### config.mk
export PLATFORM = sky130hd
export DESIGN_NAME = utf8_fullwidth_ascii_fold
export DESIGN_NICKNAME = d
export VERILOG_FILES = /design/src/hdl/ufaf_pkg.sv /design/src/hdl/utf8_fullwidth_ascii_fold.sv /design/src/hdl/ufaf_front.sv /design/src/hdl/ufaf_queue.sv /design/src/hdl/ufaf_back.sv
export SDC_FILE = /design/constraint.sdc
export NUM_CORES = 1
export LEC_CHECK = 0
export ABC_CLOCK_PERIOD_IN_PS = 3800
export BUFFER_PORTS_ARGS = -buffer_cell sky130_fd_sc_hd__buf_2
export CORE_MARGIN = 5
export CORE_UTILIZATION = 45
export CTS_BUF_LIST = sky130_fd_sc_hd__clkbuf_4 sky130_fd_sc_hd__clkbuf_8 sky130_fd_sc_hd__clkbuf_16
export DETAILED_ROUTE_END_ITERATION = 16
export MAX_ROUTING_LAYER = met4
export PLACE_DENSITY = 0.63
export SLEW_MARGIN = 20
export SYNTH_ARGS = -nofsm -noshare
export SYNTH_HDL_FRONTEND = slang
export SYNTH_SLANG_ARGS = --single-unit
### constraint.sdc
create_clock -name clk_i -period 3.8 [get_ports clk_i]
set_input_delay 0.95 -clock clk_i [delete_from_list [all_inputs] [get_ports clk_i]]
set_output_delay 0.95 -clock clk_i [all_outputs]
set_load 0.005 [all_outputs]
### src/hdl/ufaf_pkg.sv
// Package for the UTF-8 fullwidth to ASCII fold block.
// Holds the payload structs, the queue entry type and the lead and fold table functions.
// No dependencies.
`default_nettype none

package ufaf_pkg;

  localparam int unsigned MaxSeqBytes = 6;
  localparam int unsigned HeldBytes   = 5;

  typedef struct packed {
    logic [7:0] in_byte;
    logic       in_text_end;
  } ufaf_in_t;

  typedef struct packed {
    logic [7:0] out_byte;
    logic       out_run_last;
    logic       out_text_end;
  } ufaf_out_t;

  // One finished sequence, ready to be written out byte by byte.
  typedef struct packed {
    logic [MaxSeqBytes-1:0][7:0] bytes;
    logic [2:0]                  cnt;
    logic                        text_end;
  } ufaf_job_t;

  localparam logic [7:0] LeadE2   = 8'hE2;
  localparam logic [7:0] LeadE3   = 8'hE3;
  localparam logic [7:0] LeadEF   = 8'hEF;
  localparam logic [7:0] MidBC    = 8'hBC;
  localparam logic [7:0] MidBD    = 8'hBD;
  localparam logic [7:0] Mid80    = 8'h80;
  localparam logic [7:0] NoHit    = 8'h00;

  // Sequence length announced by a lead byte; invalid leads count as one.
  function automatic logic [2:0] ufaf_lead_length(input logic [7:0] b);
    logic [2:0] len;
    if (b[7] == 1'b0)                    len = 3'd1;
    else if ((b & 8'hE0) == 8'hC0)       len = 3'd2;
    else if ((b & 8'hF0) == 8'hE0)       len = 3'd3;
    else if ((b & 8'hF8) == 8'hF0)       len = 3'd4;
    else if ((b & 8'hFC) == 8'hF8)       len = 3'd5;
    else if ((b & 8'hFE) == 8'hFC)       len = 3'd6;
    else                                 len = 3'd1;
    return len;
  endfunction

  // Fullwidth fold table; NoHit when the sequence is not listed.
  function automatic logic [7:0] ufaf_fold(input logic [7:0] b1, input logic [7:0] b2,
                                           input logic [7:0] b3);
    logic [7:0] r;
    r = NoHit;
    if (b1 == LeadE2 && b2 == Mid80 && (b3 == 8'h9C || b3 == 8'h9D)) begin
      r = 8'h22;
    end else if (b1 == LeadE3 && b2 == Mid80) begin
      case (b3)
        8'h80:   r = 8'h20;
        8'h94:   r = 8'h5B;
        8'h95:   r = 8'h5D;
        default: r = NoHit;
      endcase
    end else if (b1 == LeadEF && b2 == MidBC) begin
      case (b3)
        8'h8C:   r = 8'h2C;
        8'h8E:   r = 8'h2E;
        8'h9A:   r = 8'h3A;
        8'h9B:   r = 8'h3B;
        8'h9F:   r = 8'h3F;
        8'h81:   r = 8'h21;
        8'hA0:   r = 8'h40;
        8'h88:   r = 8'h28;
        8'h89:   r = 8'h29;
        8'hBB:   r = 8'h5B;
        8'hBD:   r = 8'h5D;
        default: begin
          if (b3 >= 8'h90 && b3 <= 8'h99)      r = 8'h30 + (b3 - 8'h90);
          else if (b3 >= 8'hA1 && b3 <= 8'hBA) r = 8'h61 + (b3 - 8'hA1);
          else                                 r = NoHit;
        end
      endcase
    end else if (b1 == LeadEF && b2 == MidBD) begin
      if (b3 == 8'h9B)                     r = 8'h7B;
      else if (b3 == 8'h9D)                r = 8'h7D;
      else if (b3 >= 8'h81 && b3 <= 8'h9A) r = 8'h61 + (b3 - 8'h81);
      else                                 r = NoHit;
    end
    return r;
  endfunction

endpackage

`default_nettype wire

### src/hdl/utf8_fullwidth_ascii_fold.sv
// UTF-8 fullwidth to halfwidth lowercase ASCII fold, top level.
// A byte that ends a sequence writes its job into the job queue when it is accepted.
// Input: one byte per cycle while not full; output: one byte per pop, n pops per n-byte job.
// The job queue (QueueDepth entries) lets the front keep accepting while results wait.
// Reset: asynchronous, active low; no sequence open, queue empty, held bytes left as they are.
// Depends on ufaf_pkg, ufaf_front, ufaf_queue and ufaf_back.
`default_nettype none

module utf8_fullwidth_ascii_fold #(
  parameter int unsigned QueueDepth = 4
) (
  input  wire logic               clk_i,
  input  wire logic               rst_ni,
  // Input side: queue-style push
  input  wire logic               push,
  output logic                    full,
  input  wire ufaf_pkg::ufaf_in_t in_i,
  // Result side: queue-style pop
  output logic                    empty,
  input  wire logic               pop,
  output ufaf_pkg::ufaf_out_t     out_o
);
  import ufaf_pkg::*;

  logic      accept;
  logic      enq;
  ufaf_job_t enq_job;
  logic      deq;
  logic      head_valid;
  ufaf_job_t head_job;

  // Take a request whenever the job queue has room; held bytes need no slot, but
  // keep the rule simple so full never depends on the incoming byte.
  assign accept = push && !full;

  // Collect lead and continuation bytes, fold table hits, lowercase ASCII.
  ufaf_front u_front (
    .clk_i    (clk_i),
    .rst_ni   (rst_ni),
    .accept_i (accept),
    .in_i     (in_i),
    .enq_o    (enq),
    .job_o    (enq_job)
  );

  // Decouple sequence completion from result drain.
  ufaf_queue #(
    .Depth (QueueDepth)
  ) u_queue (
    .clk_i   (clk_i),
    .rst_ni  (rst_ni),
    .enq_i   (enq),
    .job_i   (enq_job),
    .full_o  (full),
    .deq_i   (deq),
    .valid_o (head_valid),
    .head_o  (head_job)
  );

  // Hand out the head job one byte per pop request.
  ufaf_back u_back (
    .clk_i   (clk_i),
    .rst_ni  (rst_ni),
    .valid_i (head_valid),
    .head_i  (head_job),
    .deq_o   (deq),
    .pop_i   (pop),
    .empty_o (empty),
    .out_o   (out_o)
  );

  // A drained job always ends on its last byte.
  assert property (@(posedge clk_i) disable iff (!rst_ni)
    deq |-> (pop && !empty && out_o.out_run_last))
    else $error("top: job released before its last byte was taken");

endmodule

`default_nettype wire

### src/hdl/ufaf_front.sv
// Front end of the fold block: collects UTF-8 sequences and classifies them.
// Emits one finished job per complete or cut-off sequence. Depends on ufaf_pkg.
`default_nettype none

module ufaf_front (
  input  wire logic              clk_i,
  input  wire logic              rst_ni,
  input  wire logic              accept_i,
  input  wire ufaf_pkg::ufaf_in_t in_i,
  output logic                   enq_o,
  output ufaf_pkg::ufaf_job_t    job_o
);
  import ufaf_pkg::*;

  logic [2:0] seq_len_q, seq_len_d;
  logic [2:0] coll_q, coll_d;
  logic [7:0] held_q [HeldBytes];
  logic       wr_en;
  logic [2:0] wr_idx;
  logic [2:0] lead_len;
  logic [2:0] n_bytes;
  logic       cont_ok;
  logic [7:0] fold_byte;
  logic [7:0] b;

  assign b         = in_i.in_byte;
  assign lead_len  = ufaf_lead_length(b);
  assign n_bytes   = coll_q + 3'd1;
  assign fold_byte = ufaf_fold(held_q[0], held_q[1], b);

  // Check every byte after the lead for the continuation pattern.
  always_comb begin
    cont_ok = (b[7:6] == 2'b10);
    for (int i = 1; i < HeldBytes; i++) begin
      if (3'(i) < coll_q && held_q[i][7:6] != 2'b10) cont_ok = 1'b0;
    end
  end

  always_comb begin
    seq_len_d = seq_len_q;
    coll_d    = coll_q;
    wr_en     = 1'b0;
    wr_idx    = coll_q;
    enq_o     = 1'b0;
    for (int i = 0; i < HeldBytes; i++) begin
      job_o.bytes[i] = (3'(i) < coll_q) ? held_q[i] : b;
    end
    job_o.bytes[MaxSeqBytes-1] = b;
    job_o.cnt      = n_bytes;
    job_o.text_end = in_i.in_text_end;

    if (accept_i) begin
      if (seq_len_q == 3'd0) begin
        job_o.cnt = 3'd1;
        if (lead_len == 3'd1) begin
          enq_o          = 1'b1;
          job_o.bytes[0] = (b >= 8'h41 && b <= 8'h5A) ? (b | 8'h20) : b;
        end else if (in_i.in_text_end) begin
          enq_o          = 1'b1;
          job_o.bytes[0] = b;
        end else begin
          wr_en     = 1'b1;
          wr_idx    = 3'd0;
          seq_len_d = lead_len;
          coll_d    = 3'd1;
        end
      end else if (n_bytes < seq_len_q && !in_i.in_text_end) begin
        wr_en  = 1'b1;
        coll_d = n_bytes;
      end else begin
        seq_len_d = 3'd0;
        coll_d    = 3'd0;
        enq_o     = 1'b1;
        if (n_bytes >= seq_len_q && cont_ok && n_bytes == 3'd3 && fold_byte != NoHit) begin
          job_o.bytes[0] = fold_byte;
          job_o.cnt      = 3'd1;
        end
      end
    end
  end

  always_ff @(posedge clk_i or negedge rst_ni) begin
    if (!rst_ni) begin
      seq_len_q <= 3'd0;
      coll_q    <= 3'd0;
    end else begin
      seq_len_q <= seq_len_d;
      coll_q    <= coll_d;
    end
  end

  always_ff @(posedge clk_i) begin
    if (wr_en) begin
      held_q[wr_idx] <= b;
    end
  end

  // An open sequence always holds at least its lead and is never complete.
  assert property (@(posedge clk_i) disable iff (!rst_ni)
    seq_len_q != 3'd0 |-> (coll_q != 3'd0 && coll_q < seq_len_q))
    else $error("front: collected count out of range for open sequence");

  assert property (@(posedge clk_i) disable iff (!rst_ni)
    seq_len_q == 3'd0 |-> coll_q == 3'd0)
    else $error("front: bytes held with no open sequence");

endmodule

`default_nettype wire

### src/hdl/ufaf_queue.sv
// Job queue between the front and back ends of the fold block.
// Flop-based FIFO of finished sequences. Depends on ufaf_pkg.
`default_nettype none

module ufaf_queue #(
  parameter int unsigned Depth = 4
) (
  input  wire logic                clk_i,
  input  wire logic                rst_ni,
  input  wire logic                enq_i,
  input  wire ufaf_pkg::ufaf_job_t job_i,
  output logic                     full_o,
  input  wire logic                deq_i,
  output logic                     valid_o,
  output ufaf_pkg::ufaf_job_t      head_o
);
  import ufaf_pkg::*;

  localparam int unsigned PtrW = (Depth > 1) ? $clog2(Depth) : 1;
  localparam int unsigned CntW = $clog2(Depth + 1);

  ufaf_job_t         mem_q [Depth];
  logic [PtrW-1:0]   wr_ptr_q, wr_ptr_d;
  logic [PtrW-1:0]   rd_ptr_q, rd_ptr_d;
  logic [CntW-1:0]   count_q, count_d;
  logic              do_deq;

  assign full_o  = (count_q == CntW'(Depth));
  assign valid_o = (count_q != '0);
  assign head_o  = mem_q[rd_ptr_q];
  assign do_deq  = deq_i && valid_o;

  always_comb begin
    wr_ptr_d = wr_ptr_q;
    rd_ptr_d = rd_ptr_q;
    count_d  = count_q;
    if (enq_i) begin
      wr_ptr_d = (wr_ptr_q == PtrW'(Depth - 1)) ? '0 : wr_ptr_q + PtrW'(1);
    end
    if (do_deq) begin
      rd_ptr_d = (rd_ptr_q == PtrW'(Depth - 1)) ? '0 : rd_ptr_q + PtrW'(1);
    end
    if (enq_i && !do_deq)      count_d = count_q + CntW'(1);
    else if (!enq_i && do_deq) count_d = count_q - CntW'(1);
  end

  always_ff @(posedge clk_i or negedge rst_ni) begin
    if (!rst_ni) begin
      wr_ptr_q <= '0;
      rd_ptr_q <= '0;
      count_q  <= '0;
    end else begin
      wr_ptr_q <= wr_ptr_d;
      rd_ptr_q <= rd_ptr_d;
      count_q  <= count_d;
    end
  end

  always_ff @(posedge clk_i) begin
    if (enq_i) begin
      mem_q[wr_ptr_q] <= job_i;
    end
  end

  assert property (@(posedge clk_i) disable iff (!rst_ni)
    enq_i |-> !full_o)
    else $error("queue: write while full");

  assert property (@(posedge clk_i) disable iff (!rst_ni)
    count_q <= CntW'(Depth))
    else $error("queue: occupancy above depth");

endmodule

`default_nettype wire

### src/hdl/ufaf_back.sv
// Back end of the fold block: walks the head job and presents one byte per request.
// Marks the last byte of each job and the end of text. Depends on ufaf_pkg.
`default_nettype none

module ufaf_back (
  input  wire logic                clk_i,
  input  wire logic                rst_ni,
  input  wire logic                valid_i,
  input  wire ufaf_pkg::ufaf_job_t head_i,
  output logic                     deq_o,
  input  wire logic                pop_i,
  output logic                     empty_o,
  output ufaf_pkg::ufaf_out_t      out_o
);
  import ufaf_pkg::*;

  logic [2:0] idx_q, idx_d;
  logic       last;
  logic       take;

  assign empty_o = !valid_i;
  assign last    = (idx_q == head_i.cnt - 3'd1);
  assign take    = pop_i && valid_i;
  assign deq_o   = take && last;

  assign out_o.out_byte     = head_i.bytes[idx_q];
  assign out_o.out_run_last = last;
  assign out_o.out_text_end = last && head_i.text_end;

  // Advance within the job; return to the first byte when the job is done.
  always_comb begin
    idx_d = idx_q;
    if (take) begin
      idx_d = last ? 3'd0 : idx_q + 3'd1;
    end
  end

  always_ff @(posedge clk_i or negedge rst_ni) begin
    if (!rst_ni) begin
      idx_q <= 3'd0;
    end else begin
      idx_q <= idx_d;
    end
  end

  assert property (@(posedge clk_i) disable iff (!rst_ni)
    valid_i |-> (head_i.cnt != 3'd0 && idx_q < head_i.cnt))
    else $error("back: byte index beyond job length");

  assert property (@(posedge clk_i) disable iff (!rst_ni)
    !valid_i |-> idx_q == 3'd0)
    else $error("back: partial job left with queue empty");

endmodule

`default_nettype wire

==> run_results.csv <==
group,metric,value,unit
run_status,status,"finished clean",
yosys,avgSynthCellArea,15.6,um^2
global_routing,grt_pass1_vias,7988,
yosys,ys_seq_area_frac,0.631,
yosys,ys_types,86,
placed_design,gp_congestion,0.926,
timing,worst_pin_slew,972,ps
placed_design,place_ws,-245,ps
route,first_pass_iters,5,
yosys,synth-async-reset-ratio,0.0606,
floorplan,core_area,27100,um^2
route,via_per_inst,5.76,
global_routing,grtUsageTotal,0.206,
yosys,synth_area,12400,um^2
critical_path,crit_arrival,2770,ps
clocking,cts.path.max_buffers,3,
finish,final_cell_mix,"edfxtp_1, buf_4, mux4_2",
route,post_drt_wl_per_cell,23.4,um
floorplan,ios,25,
finish,nNetsFinal,971,
clocking,clock_latency,520,ps
route,via_count,7627,
route,postRouteAntennaNets,0,
power_and_ir_drop,peakVddDrop,0.345,mV
critical_path,worst-setup-path-type,"reg -> out",
placed_design,dp_hpwl,21700,um
placed_design,io_buffers,24,
finish,antenna_cells,0,
timing,fin_ws,81.9,ps
yosys,syn_inst,796,
worst_hold_path,min_path_type,"in -> async",
finish,design_area,14800,um^2
critical_path,cp.required,2850,ps
timing,post-route-period-util,0.978,
yosys,synth-seq-cells,264,
clocking,postCtsHoldBufs,0,
route,drtIter0Drc,628,
timing,setup_viol,0,
critical_path,rr_worst_depth,10,
yosys,ys.flop_type,"edfxtp_1",
timing,clock-skew-final,16.2,ps
critical_path,worstPathMaxFanout,10,
finish,drive_gt1_frac,0.350,
yosys,synth_edf_count,248,
power_and_ir_drop,power.density,670,nW/um^2
finish,fin_util,0.546,
floorplan,start_util,0.459,
clocking,cts_buffers,27,
floorplan,rows,60,
power_and_ir_drop,p_leak,5.22,nW
yosys,synth_nets,832,
global_routing,grt_pass1_wl,47800,um
timing,rsz0062_at_grt,"no",
clocking,cts_tree,"done",
timing,hold_slack,356,ps
global_routing,antenna_found_initial,0,
timing,maxSlewHeadroom,0.352,
finish,final_common_cell,"edfxtp_1",
critical_path,cp-start-kind,"flip-flop",
timing,slew_viol_final,0,
timing,setup-tns-final,0,ps
floorplan,fp.dieW,176,um
timing,fmax,269,MHz
floorplan,die_h,176,um
critical_path,end_kind,"primary output",
clocking,cts.sink_count,264,
clocking,cts.clk_slew.worst_paths,60,ps
job,maxCapViolCount,0,
global_routing,grt.overflow.total,0,
placed_design,place_area,13900,um^2
yosys,ys_warn_count,0,
route,drc_errors,0,
global_routing,grt_start_max_net_pins,55,
clocking,cts_root_buf,"clkbuf_16",
finish,syn2layout_area_growth,19.0,%
clocking,h-tree-depth,1,
timing,period_needed,3720,ps
route,routed_wl,30900,um
floorplan,die-area,31100,um^2
timing,finalHoldViolations,0,
==> path summary, 6_finish.rpt <==
check	startpoint	to	slack [ps]
setup / recovery	u_queue.rd_ptr_q[0]	out_o[9]	80
hold / removal	rst_ni	u_queue.count_q[1]	360
setup reg to reg	u_front.held_q[1][6]	u_queue.mem_q[0][7]	260
hold reg to reg	u_queue.count_q[2]	u_queue.count_q[2]	510
max in group asynchronous	rst_ni	u_queue.rd_ptr_q[0]	3110
min in group clk_i	u_queue.count_q[2]	u_queue.count_q[2]	510
==> cell usage after synthesis (all sizes together), types with 6 or more instances <==
cell,count,area (um^2)
edfxtp,248,7450
mux4,60,1350
nand2,40,150
o21ai,36,180
mux2,35,398
inv,32,120
nor2,31,116
clkbuf,29,109
ha,22,275
a21oi,21,109
buf,17,83.8
dfrtp,16,400
mux2i,15,150
nor3,15,75.1
o22ai,13,81.3
a211oi,11,100
nand3,10,50.1
nor4,10,62.6
nand2b,8,50.1
nand4,8,77.6
and3,7,45.1
xnor2,7,61.3
and2,6,37.5
nand4b,6,58.8
nor2b,6,37.5
o211ai,6,45.0
==> area by class of cell <==
| class | instances | area (um^2) |
|---|---|---|
| Fill cell | 2170 | 12300 |
| Timing Repair Buffer | 156 | 1220 |
| Tap cell | 372 | 465 |
| Clock buffer | 36 | 756 |
| Clock inverter | 10 | 60.1 |
| Inverter | 32 | 120 |
| Multi-Input combinational cell | 454 | 4320 |
| Sequential cell | 264 | 7850 |
==> per-layer routing <==
layer | track usage | part of all wire | vias to the layer above
met3 | 0.0257 | 0.053 | 39
met5 | - | 0 | -
li1 | - | - | 3485
met2 | 0.341 | 0.50 | 213
met4 | 0.0422 | 0.016 | 0
met1 | 0.279 | 0.43 | 3890
==> kinds of logic after synthesis <==
family | after synthesis | synth area share
fa+ha+maj | 23 | 0.0238
compound gates | 140 | 0.0804
buf+inv | 78 | 0.0252
xor+xnor | 10 | 0.00705
flops | 264 | 0.631
mux | 110 | 0.153
simple gates | 171 | 0.0796
==> state kept, by name (all words and copies together) (netlist names) <==
signal,flops
u_back.idx_q,3
u_front.seq_len_q,3
u_queue.rd_ptr_q,2
u_queue.wr_ptr_q,2
u_front.held_q,40
u_queue.count_q,3
u_queue.mem_q,208
u_front.coll_q,3
==> per-stage QoR <==
step / total power, mW / instances
after floorplan: 6.20 / 796
after global placement: 7.33 / 1269
after detailed placement: 7.45 / 1269
after CTS: 9.96 / 1322
after global routing: 10.4 / 1324
final: 9.91 / 1324
==> timing repair <==
| item | in CTS | in global routing |
|---|---|---|
| endpoints found under the setup margin | 7 | 5 |
| resized for setup | 1 | 5 |
| buffers inserted | 7 | 2 |
| pin swaps | 0 | 1 |
==> power breakdown <==
| group | switching [mW] | total [mW] | internal [mW] |
|---|---|---|---|
| Sequential | 0.255 | 4.08 | 3.83 |
| Combinational | 1.74 | 3.40 | 1.66 |
| Clock | 1.04 | 2.43 | 1.39 |
| Total | 3.03 | 9.91 | 6.88 |
==> critical path, cell delays in order, from the launching register on <==
cell and delay, ps:
dfrtp_4 520, buf_12 150, buf_4 130, buf_12 140, mux4_2 440, mux4_2 550, inv_1 80, o22ai_1 70
buf_2 160
No activity file was read; power rests on OpenSTA's default activity.
